### config.mk
export PLATFORM = sky130hd
export DESIGN_NAME = line_follow_speed_control_core
export DESIGN_NICKNAME = d
export VERILOG_FILES = /design/src/hw/rtl/lfsc_pkg.sv /design/src/hw/rtl/line_follow_speed_control_core.sv /design/src/hw/rtl/lfsc_lane.sv /design/src/hw/rtl/lfsc_merge.sv /design/src/hw/rtl/lfsc_steer.sv
export VERILOG_INCLUDE_DIRS = /design/src /design/src/hw/rtl
export SDC_FILE = /design/constraint.sdc
export NUM_CORES = 1
export LEC_CHECK = 0
export BUFFER_PORTS_ARGS = -buffer_cell sky130_fd_sc_hd__clkbuf_2
export CORE_ASPECT_RATIO = 0.75
export CORE_MARGIN = 2
export CORE_UTILIZATION = 55
export CTS_CLUSTER_DIAMETER = 30
export CTS_CLUSTER_SIZE = 30
export DETAILED_ROUTE_END_ITERATION = 8
export HOLD_SLACK_MARGIN = 0.05
export MAX_ROUTING_LAYER = met4
export PLACE_DENSITY = 0.72
export SLEW_MARGIN = 15
export SYNTH_ARGS = -nofsm -noshare
export SYNTH_HDL_FRONTEND = slang
export SYNTH_HIERARCHICAL = 1
export SYNTH_SLANG_ARGS = --single-unit
export TNS_END_PERCENT = 50
### constraint.sdc
create_clock -name clock -period 9.2 [get_ports clock]
set_clock_uncertainty 0.2 [all_clocks]
set_input_delay 0.46 -clock clock [delete_from_list [all_inputs] [get_ports clock]]
set_output_delay 0.46 -clock clock [all_outputs]
set_load 0.1 [all_outputs]
### src/hw/rtl/line_follow_speed_control_core_assert.svh
// Assertion macros for the line follower speed control core.
`ifndef LINE_FOLLOW_SPEED_CONTROL_CORE_ASSERT_SVH
`define LINE_FOLLOW_SPEED_CONTROL_CORE_ASSERT_SVH

`ifndef SYNTH
`define LFSC_ASSERT_IMPLY(label, clk, rst, ante, cons) \
   label: assert property (@(posedge clk) disable iff (rst) (ante) |-> (cons)) \
      else $error("assertion failed: implication");
`define LFSC_ASSERT_NEXT(label, clk, rst, ante, cons) \
   label: assert property (@(posedge clk) disable iff (rst) (ante) |=> (cons)) \
      else $error("assertion failed: next cycle");
`else
`define LFSC_ASSERT_IMPLY(label, clk, rst, ante, cons)
`define LFSC_ASSERT_NEXT(label, clk, rst, ante, cons)
`endif

`endif

### src/hw/rtl/lfsc_pkg.sv
// Shared constants, types and helpers of the line follower speed control core.
package lfsc_pkg;

   localparam int SENSOR_COUNT    = 5;
   localparam int SAMPLE_BITS_DEF = 10;
   localparam int THR_W           = 10;
   localparam int SPEED_W         = 8;
   localparam int GAIN_W          = 12;
   localparam int CSR_DATA_W      = 12;
   localparam int CSR_IDX_W       = 2;
   localparam int CNT_W           = $clog2(SENSOR_COUNT + 1);
   localparam int WSUM_W          = 4;

   localparam logic [CSR_IDX_W-1:0] CSR_BLACK_THRESHOLD = 2'd0;
   localparam logic [CSR_IDX_W-1:0] CSR_BASE_SPEED      = 2'd1;
   localparam logic [CSR_IDX_W-1:0] CSR_TURN_GAIN       = 2'd2;

   localparam logic [THR_W-1:0]   THRESHOLD_RST = 10'd422;
   localparam logic [SPEED_W-1:0] BASE_RST      = 8'd100;
   localparam logic [GAIN_W-1:0]  GAIN_RST      = 12'd461;

   typedef struct packed {
      logic [THR_W-1:0]   threshold;
      logic [SPEED_W-1:0] base;
      logic [GAIN_W-1:0]  gain;
   } lfsc_cfg_type;

   typedef struct packed {
      logic                     valid;
      logic [CNT_W-1:0]         count;
      logic signed [WSUM_W-1:0] wsum;
   } lfsc_pos_type;

   function automatic logic signed [WSUM_W-1:0] lane_weight(input int idx);
      lane_weight = WSUM_W'(SENSOR_COUNT / 2 - idx);
   endfunction

endpackage

### src/hw/rtl/line_follow_speed_control_core.sv
// Top level of the line follower speed control core: lanes, merge and steering.
//
// Request channel: start with five reflectance samples; a request is taken at a
// rising edge where start is high and busy is low. busy is high only in the
// cycle after reset, so a request can be taken on every cycle.
// Result channel: rsp_strobe marks left/right speed and line_lost for exactly
// one cycle, after the merge, product, divide and output registers of the request.
// Results come out in request order, one per request.
// Throughput: one request per cycle; five compare lanes, one merge register,
// then a multiply stage, a reciprocal divide stage and a clamp stage.
// The receiver cannot stall; results are never held.
// Configuration: csr_write_en with csr_index and csr_write_data writes a
// register at the edge, no wait. Index 0 threshold, 1 base speed, 2 gain
// (Q4.8); other indexes are ignored. Write only while no request is in flight.
// Reset: synchronous, active high; clears the pipeline and restores threshold
// 422, base speed 100 and gain 461.
module line_follow_speed_control_core #(
   parameter int SAMPLE_BITS = lfsc_pkg::SAMPLE_BITS_DEF
) (
   input  logic                              clock,
   input  logic                              reset,
   input  logic                              start,
   output logic                              busy,
   input  logic [SAMPLE_BITS-1:0]            req_sample_far_left,
   input  logic [SAMPLE_BITS-1:0]            req_sample_left,
   input  logic [SAMPLE_BITS-1:0]            req_sample_center,
   input  logic [SAMPLE_BITS-1:0]            req_sample_right,
   input  logic [SAMPLE_BITS-1:0]            req_sample_far_right,
   input  logic                              csr_write_en,
   input  logic [lfsc_pkg::CSR_IDX_W-1:0]    csr_index,
   input  logic [lfsc_pkg::CSR_DATA_W-1:0]   csr_write_data,
   output logic                              rsp_strobe,
   output logic [lfsc_pkg::SPEED_W-1:0]      rsp_left_speed,
   output logic [lfsc_pkg::SPEED_W-1:0]      rsp_right_speed,
   output logic                              rsp_line_lost
);
   import lfsc_pkg::*;

   logic                     busy_ff;
   logic [THR_W-1:0]         threshold_ff;
   logic [SPEED_W-1:0]       base_ff;
   logic [GAIN_W-1:0]        gain_ff;
   logic                     accept;
   logic [SAMPLE_BITS-1:0]   sample_arr [SENSOR_COUNT];
   logic [SENSOR_COUNT-1:0]  hits;
   lfsc_cfg_type             cfg;
   lfsc_pos_type             pos;

   always_ff @(posedge clock) begin
      if (reset) begin
         busy_ff <= 1'b1;
      end else begin
         busy_ff <= 1'b0;
      end
   end

   always_ff @(posedge clock) begin
      if (reset) begin
         threshold_ff <= THRESHOLD_RST;
         base_ff      <= BASE_RST;
         gain_ff      <= GAIN_RST;
      end else if (csr_write_en) begin
         case (csr_index)
            CSR_BLACK_THRESHOLD: threshold_ff <= csr_write_data[THR_W-1:0];
            CSR_BASE_SPEED:      base_ff      <= csr_write_data[SPEED_W-1:0];
            CSR_TURN_GAIN:       gain_ff      <= csr_write_data[GAIN_W-1:0];
            default: begin
            end
         endcase
      end
   end

   assign busy   = busy_ff;
   assign accept = start && !busy_ff;

   assign cfg.threshold = threshold_ff;
   assign cfg.base      = base_ff;
   assign cfg.gain      = gain_ff;

   assign sample_arr[0] = req_sample_far_left;
   assign sample_arr[1] = req_sample_left;
   assign sample_arr[2] = req_sample_center;
   assign sample_arr[3] = req_sample_right;
   assign sample_arr[4] = req_sample_far_right;

   for (genvar g = 0; g < SENSOR_COUNT; g++) begin : g_lane
      lfsc_lane #(
         .SAMPLE_BITS (SAMPLE_BITS)
      ) u_lane (
         .sample    (sample_arr[g]),
         .threshold (threshold_ff),
         .hit       (hits[g])
      );
   end

   lfsc_merge u_merge (
      .clock  (clock),
      .reset  (reset),
      .accept (accept),
      .hits   (hits),
      .pos    (pos)
   );

   lfsc_steer u_steer (
      .clock           (clock),
      .reset           (reset),
      .pos             (pos),
      .cfg             (cfg),
      .rsp_strobe      (rsp_strobe),
      .rsp_left_speed  (rsp_left_speed),
      .rsp_right_speed (rsp_right_speed),
      .rsp_line_lost   (rsp_line_lost)
   );

endmodule

### src/hw/rtl/lfsc_lane.sv
// One sensor lane: compare a reflectance sample against the black threshold.
module lfsc_lane #(
   parameter int SAMPLE_BITS = lfsc_pkg::SAMPLE_BITS_DEF
) (
   input  logic [SAMPLE_BITS-1:0]    sample,
   input  logic [lfsc_pkg::THR_W-1:0] threshold,
   output logic                      hit
);
   import lfsc_pkg::*;

   localparam int CMP_W = (SAMPLE_BITS > THR_W) ? SAMPLE_BITS : THR_W;

   assign hit = CMP_W'(sample) < CMP_W'(threshold);

endmodule

### src/hw/rtl/lfsc_merge.sv
// Merge stage: count the lanes on the line and sum their weights.
module lfsc_merge (
   input  logic                             clock,
   input  logic                             reset,
   input  logic                             accept,
   input  logic [lfsc_pkg::SENSOR_COUNT-1:0] hits,
   output lfsc_pkg::lfsc_pos_type           pos
);
   import lfsc_pkg::*;

   logic                     valid_ff;
   logic [CNT_W-1:0]         count_ff;
   logic [CNT_W-1:0]         count_in;
   logic signed [WSUM_W-1:0] wsum_ff;
   logic signed [WSUM_W-1:0] wsum_in;

   always_comb begin
      count_in = '0;
      wsum_in  = '0;
      for (int i = 0; i < SENSOR_COUNT; i++) begin
         if (hits[i]) begin
            count_in = count_in + CNT_W'(1);
            wsum_in  = wsum_in + lane_weight(i);
         end
      end
   end

   always_ff @(posedge clock) begin
      if (reset) begin
         valid_ff <= 1'b0;
      end else begin
         valid_ff <= accept;
      end
   end

   always_ff @(posedge clock) begin
      count_ff <= count_in;
      wsum_ff  <= wsum_in;
   end

   assign pos.valid = valid_ff;
   assign pos.count = count_ff;
   assign pos.wsum  = wsum_ff;

endmodule

### src/hw/rtl/lfsc_steer.sv
// Steering pipeline: scale the position error, divide by the count, clamp speeds.
`include "line_follow_speed_control_core_assert.svh"

module lfsc_steer (
   input  logic                             clock,
   input  logic                             reset,
   input  lfsc_pkg::lfsc_pos_type           pos,
   input  lfsc_pkg::lfsc_cfg_type           cfg,
   output logic                             rsp_strobe,
   output logic [lfsc_pkg::SPEED_W-1:0]     rsp_left_speed,
   output logic [lfsc_pkg::SPEED_W-1:0]     rsp_right_speed,
   output logic                             rsp_line_lost
);
   import lfsc_pkg::*;

   localparam int GM_W  = SPEED_W + GAIN_W;
   localparam int P_W   = GM_W + WSUM_W + 1;
   localparam int MAG_W = P_W - 1;
   localparam int QX_W  = MAG_W - 8;
   localparam int QC_W  = QX_W + 3;
   localparam int SUM_W = QX_W + 2;
   localparam int RP_W  = 2 * QX_W;
   localparam logic [QX_W-1:0]    RECIP_3  = QX_W'(16'hAAAB);
   localparam logic [QX_W-1:0]    RECIP_5  = QX_W'(16'hCCCD);
   localparam int                 SHIFT_3  = 17;
   localparam int                 SHIFT_5  = 18;
   localparam logic [SPEED_W-1:0] THIRD_MUL = 8'd171;
   localparam int                 THIRD_SH  = 9;
   localparam logic [SPEED_W-1:0] SPEED_MAX = '1;

   function automatic logic [SPEED_W-1:0] clamp_speed(input logic signed [SUM_W-1:0] v);
      if (v < 0) begin
         clamp_speed = '0;
      end else if (v > SUM_W'(SPEED_MAX)) begin
         clamp_speed = SPEED_MAX;
      end else begin
         clamp_speed = v[SPEED_W-1:0];
      end
   endfunction

   // base times gain, registered; steady while base and gain are not written
   logic [GM_W-1:0] gm_ff;

   // product stage
   logic                    v2_ff;
   logic [CNT_W-1:0]        cnt2_ff;
   logic signed [P_W-1:0]   p2_ff;
   logic signed [P_W-1:0]   p2_in;

   // divide stage
   logic                    v3_ff;
   logic [CNT_W-1:0]        cnt3_ff;
   logic                    neg3_ff;
   logic                    lownz3_ff;
   logic [QX_W-1:0]         xq3_ff;
   logic [QX_W-1:0]         q3_ff;
   logic [QX_W-1:0]         q3_in;
   logic                    neg3_in;
   logic [MAG_W-1:0]        mag;
   logic [QX_W-1:0]         xq;
   logic [RP_W-1:0]         prod3;
   logic [RP_W-1:0]         prod5;

   // output stage
   logic                    strobe_ff;
   logic [SPEED_W-1:0]      left_ff;
   logic [SPEED_W-1:0]      right_ff;
   logic                    lost_ff;
   logic [SPEED_W-1:0]      left_in;
   logic [SPEED_W-1:0]      right_in;
   logic [QC_W-1:0]         qc;
   logic                    exact;
   logic signed [SUM_W-1:0] base_s;
   logic signed [SUM_W-1:0] q_s;
   logic signed [SUM_W-1:0] qup_s;
   logic [2*SPEED_W-1:0]    third_prod;

   assign p2_in = P_W'(pos.wsum) * P_W'($signed({1'b0, gm_ff}));

   always_comb begin
      neg3_in = p2_ff[P_W-1];
      mag     = neg3_in ? MAG_W'(-p2_ff) : MAG_W'(p2_ff);
      xq      = mag[MAG_W-1:8];
      prod3   = RP_W'(xq) * RP_W'(RECIP_3);
      prod5   = RP_W'(xq) * RP_W'(RECIP_5);
      case (cnt2_ff)
         CNT_W'(1): q3_in = xq;
         CNT_W'(2): q3_in = xq >> 1;
         CNT_W'(3): q3_in = QX_W'(prod3 >> SHIFT_3);
         CNT_W'(4): q3_in = xq >> 2;
         CNT_W'(5): q3_in = QX_W'(prod5 >> SHIFT_5);
         default:   q3_in = '0;
      endcase
   end

   always_comb begin
      case (cnt3_ff)
         CNT_W'(1): qc = QC_W'(q3_ff);
         CNT_W'(2): qc = QC_W'(q3_ff) << 1;
         CNT_W'(3): qc = QC_W'(q3_ff) + (QC_W'(q3_ff) << 1);
         CNT_W'(4): qc = QC_W'(q3_ff) << 2;
         CNT_W'(5): qc = QC_W'(q3_ff) + (QC_W'(q3_ff) << 2);
         default:   qc = '0;
      endcase
      exact      = !lownz3_ff && (qc == QC_W'(xq3_ff));
      base_s     = SUM_W'($signed({1'b0, cfg.base}));
      q_s        = SUM_W'($signed({1'b0, q3_ff}));
      qup_s      = q_s + (exact ? SUM_W'(0) : SUM_W'(1));
      third_prod = (2*SPEED_W)'(cfg.base) * (2*SPEED_W)'(THIRD_MUL);
      if (cnt3_ff == '0) begin
         left_in  = SPEED_W'(third_prod >> THIRD_SH);
         right_in = cfg.base[SPEED_W-1] ? SPEED_MAX : {cfg.base[SPEED_W-2:0], 1'b0};
      end else if (neg3_ff) begin
         left_in  = clamp_speed(base_s + q_s);
         right_in = clamp_speed(base_s - qup_s);
      end else begin
         left_in  = clamp_speed(base_s - qup_s);
         right_in = clamp_speed(base_s + q_s);
      end
   end

   always_ff @(posedge clock) begin
      if (reset) begin
         v2_ff     <= 1'b0;
         v3_ff     <= 1'b0;
         strobe_ff <= 1'b0;
      end else begin
         v2_ff     <= pos.valid;
         v3_ff     <= v2_ff;
         strobe_ff <= v3_ff;
      end
   end

   always_ff @(posedge clock) begin
      gm_ff     <= GM_W'(cfg.base) * GM_W'(cfg.gain);
      cnt2_ff   <= pos.count;
      p2_ff     <= p2_in;
      cnt3_ff   <= cnt2_ff;
      neg3_ff   <= neg3_in;
      lownz3_ff <= |mag[7:0];
      xq3_ff    <= xq;
      q3_ff     <= q3_in;
      left_ff   <= left_in;
      right_ff  <= right_in;
      lost_ff   <= (cnt3_ff == '0);
   end

   assign rsp_strobe      = strobe_ff;
   assign rsp_left_speed  = left_ff;
   assign rsp_right_speed = right_ff;
   assign rsp_line_lost   = lost_ff;

   `LFSC_ASSERT_IMPLY(a_latency, clock, reset, strobe_ff, $past(pos.valid, 3))
   `LFSC_ASSERT_IMPLY(a_lost_count, clock, reset, strobe_ff && lost_ff, $past(pos.count, 3) == '0)
   `LFSC_ASSERT_IMPLY(a_lost_order, clock, reset, strobe_ff && lost_ff, right_ff >= left_ff)
   `LFSC_ASSERT_IMPLY(a_centered, clock, reset, strobe_ff && !lost_ff && ($past(pos.wsum, 3) == '0), left_ff == right_ff)

endmodule
==> results.py <==
metrics = {
    "finish": {
        "final_common_cell": "ha_1",
        "final_cell_mix": "ha_1, inv_1, fa_1",
        "fin_util_pct": 59.4,
        "nets": 3674,
        "fillerInstances": 3915,
        "instances_no_fill": 3429,
        "antenna_cells": 0,
        "drive_above_1_share_pct": 6.40,
        "area_growth_pct": 6.72,
    },
    "worst_setup_path": {
        "r2r_setup_slack_ns": 0.52,
        "worstSetupPathType": "reg2reg",
        "cpMostUsedCell": "fa_1",
        "r2r_cells": 26,
        "crit_required_ns": 9.31,
        "crit_family": "adder cells",
        "cp-end-kind": "register",
        "cp_data_arrival_time_ns": 8.79,
        "critical-path-max-stage-delay_ns": 0.57,
        "reg2reg_from": "u_steer/p2_ff[0]",
        "rr_endpoint": "u_steer/q3_ff[12]",
        "worstPathMaxFanout": 9,
        "path_buf_inv": 4,
        "start_kind": "register",
        "slowest_stage": "or4b_4",
    },
    "sta": {
        "rsz0062_at_grt": "no",
        "setup_viol": 0,
        "period_share_pct": 94.3,
        "finalSetupTns_ns": 0,
        "fin_crit_ns": 8.68,
        "holdWs_ns": 0.0922,
        "hold_violations": 0,
        "maxSlewHeadroom_pct": 34.5,
        "slew_violations": 0,
        "worstMarginPinSlew_ns": 0.981,
        "max_clock_freq_mhz": 115,
    },
    "global_route": {
        "antenna_found_initial": 0,
        "grt_overflow": 0,
        "grt_pass1_wl_mm": 104,
        "first_global_vias": 19800,
        "grt_max_degree": 54,
        "grt_usage_pct": 28.5,
    },
    "clock_network": {
        "cts_max_level": 4,
        "insertion_delay_ns": 0.44,
        "path_clk_slew_ns": 0.06,
        "cts-root-buf": "clkbuf_16",
        "hold_buffers": 0,
        "clock_path_buffers": 2,
        "cts_sinks": 144,
        "cts_tree": "built",
        "cts_buffers": 17,
    },
    "routing": {
        "met3_length_mm": 5.12,
        "drcViolationCount": 0,
        "drtIter0Drc": 1448,
        "first_pass_iters": 5,
        "met1_length_mm": 30.3,
        "routed.top_layer": "met4",
        "vias_per_cell": 5.75,
        "wire_per_inst_um": 18.5,
        "finalWirelength_mm": 63.4,
        "ant_nets": 0,
        "wl_met2_mm": 27.1,
        "vias": 19700,
    },
    "synth": {
        "yosysWarnings": 6,
        "ys_ff_latch": 144,
        "avgSynthCellArea_um2": 9.00,
        "synth_flop_cell": "dfxtp_1",
        "yosysSeqAreaShare_pct": 11.6,
        "syn_inst": 2765,
        "synth_cell_types": 88,
        "synth_area_um2": 24900,
        "synth_edf_count": 0,
        "ys_async_sr_fraction_pct": 0,
        "syn_nets": 3609,
    },
    "placement": {
        "finalWeightedCongestion": 0.991,
        "detailed_place_hpwl_mm": 52.8,
        "dp_cells": 3397,
        "portBuffers": 86,
    },
    "die": {
        "die-area_um2": 47000,
        "start_util_pct": 55.7,
        "ios": 87,
        "core-area_um2": 44700,
        "fp.dieW_um": 250,
        "die_h_um": 188,
        "rows": 67,
    },
    "status": {
        "outcome": "completed",
    },
    "min_path": {
        "hp-class": "in2reg",
        "whs_path_depth": 3,
        "min_to": "gain_ff[11]",
        "worstHoldStart": "csr_write_data[11]",
    },
    "flow_run": {
        "drv_cap": 0,
    },
}
==> state kept, by name, indices dropped and copies added (netlist names), 3 cells and up <==
register                 flops
u_steer/cnt3_ff              3
u_steer/p2_ff               25
u_steer/rsp_right_speed      8
u_merge/wsum_ff              4
u_steer/gm_ff               20
u_merge/count_ff             3
u_steer/cnt2_ff              3
base_ff                      8
u_steer/xq3_ff              16
threshold_ff                10
gain_ff                     12
u_steer/rsp_left_speed       8
u_steer/q3_ff               16
==> routing by layer <==
metal  vias up  GRT usage [%]
met5         -              -
met4         0           5.58
met3        70           5.65
met2       606           41.9
met1      9618           40.9
li1       9409              -
==> worst min-delay path, cell delays in order <==
cell      delay (ns)
clkbuf_2        0.08
nand2b_1        0.06
mux2i_1         0.07
==> cell usage after synthesis, types with 14 or more instances <==
master / count / area, µm²
nand3_1: 34 / 170
o21ai_0: 78 / 390
a22oi_1: 21 / 158
o21bai_1: 15 / 113
clkbuf_1: 50 / 188
xnor2_1: 70 / 613
a21oi_1: 114 / 571
o22ai_1: 14 / 87.6
nor2b_1: 28 / 175
nor2_1: 131 / 492
o21ai_1: 23 / 115
o21a_1: 17 / 128
ha_1: 499 / 6240
and2_1: 87 / 544
o211ai_1: 15 / 113
nand2_1: 181 / 679
inv_1: 490 / 1840
fa_1: 277 / 5550
nor3_1: 27 / 135
a211oi_1: 23 / 173
xor2_1: 48 / 420
and3_1: 17 / 106
nand2b_1: 62 / 388
a21o_1: 37 / 278
mux2i_1: 40 / 400
dfxtp_1: 144 / 2880
==> layout make-up <==
class	instances	area (µm²)	area share, %
Tap cell	586	733	2.76
Clock inverter	10	101	0.382
Clock buffer	22	474	1.79
Timing Repair Buffer	110	611	2.30
Inverter	491	1840	6.94
Sequential cell	144	2880	10.9
Multi-Input combinational cell	2066	19900	75.0
==> stage by stage <==
step	cell area (µm²)	setup slack (ns)
6_report	26500	0.521
5_1_grt	26500	0.0234
4_1_cts	26500	0.271
3_5_place_dp	26000	0.326
3_3_place_gp	26000	0.635
2_1_floorplan	24900	1.26
==> cells by family after synthesis <==
logic type,count (synthesis),share of synthesized area (%)
adders and majority gates,776,47.4
xor gates and xnor gates,120,4.29
muxes,47,1.93
AOI/OAI and AO/OA,484,13.2
buffers and inverters,555,8.51
and+or+nand+nor,639,13.1
DFF,144,11.6
==> repair_timing <==
item / in CTS / in global routing
setup endpoints to repair: 0 / 6
resized for setup: 0 / 5
buffers inserted: 0 / 0
==> how the worst max path moves through the flow <==
| stage | from | to | slack (ns) | depth (start not counted) |
|---|---|---|---|---|
| CTS | u_steer/p2_ff[0] | u_steer/q3_ff[12] | 0.27 | 28 |
| global placement | u_steer/p2_ff[0] | u_steer/q3_ff[12] | 0.63 | 28 |
| global route | u_steer/p2_ff[0] | u_steer/q3_ff[13] | 0.02 | 28 |
| floorplan | u_steer/p2_ff[4] | u_steer/q3_ff[10] | 1.26 | 27 |
| finish | u_steer/p2_ff[0] | u_steer/q3_ff[12] | 0.52 | 26 |
| detailed placement | u_steer/p2_ff[0] | u_steer/q3_ff[12] | 0.33 | 28 |
Power is not shown: default switching activity piles up to over one toggle a cycle in this logic, so the estimate is an artifact.
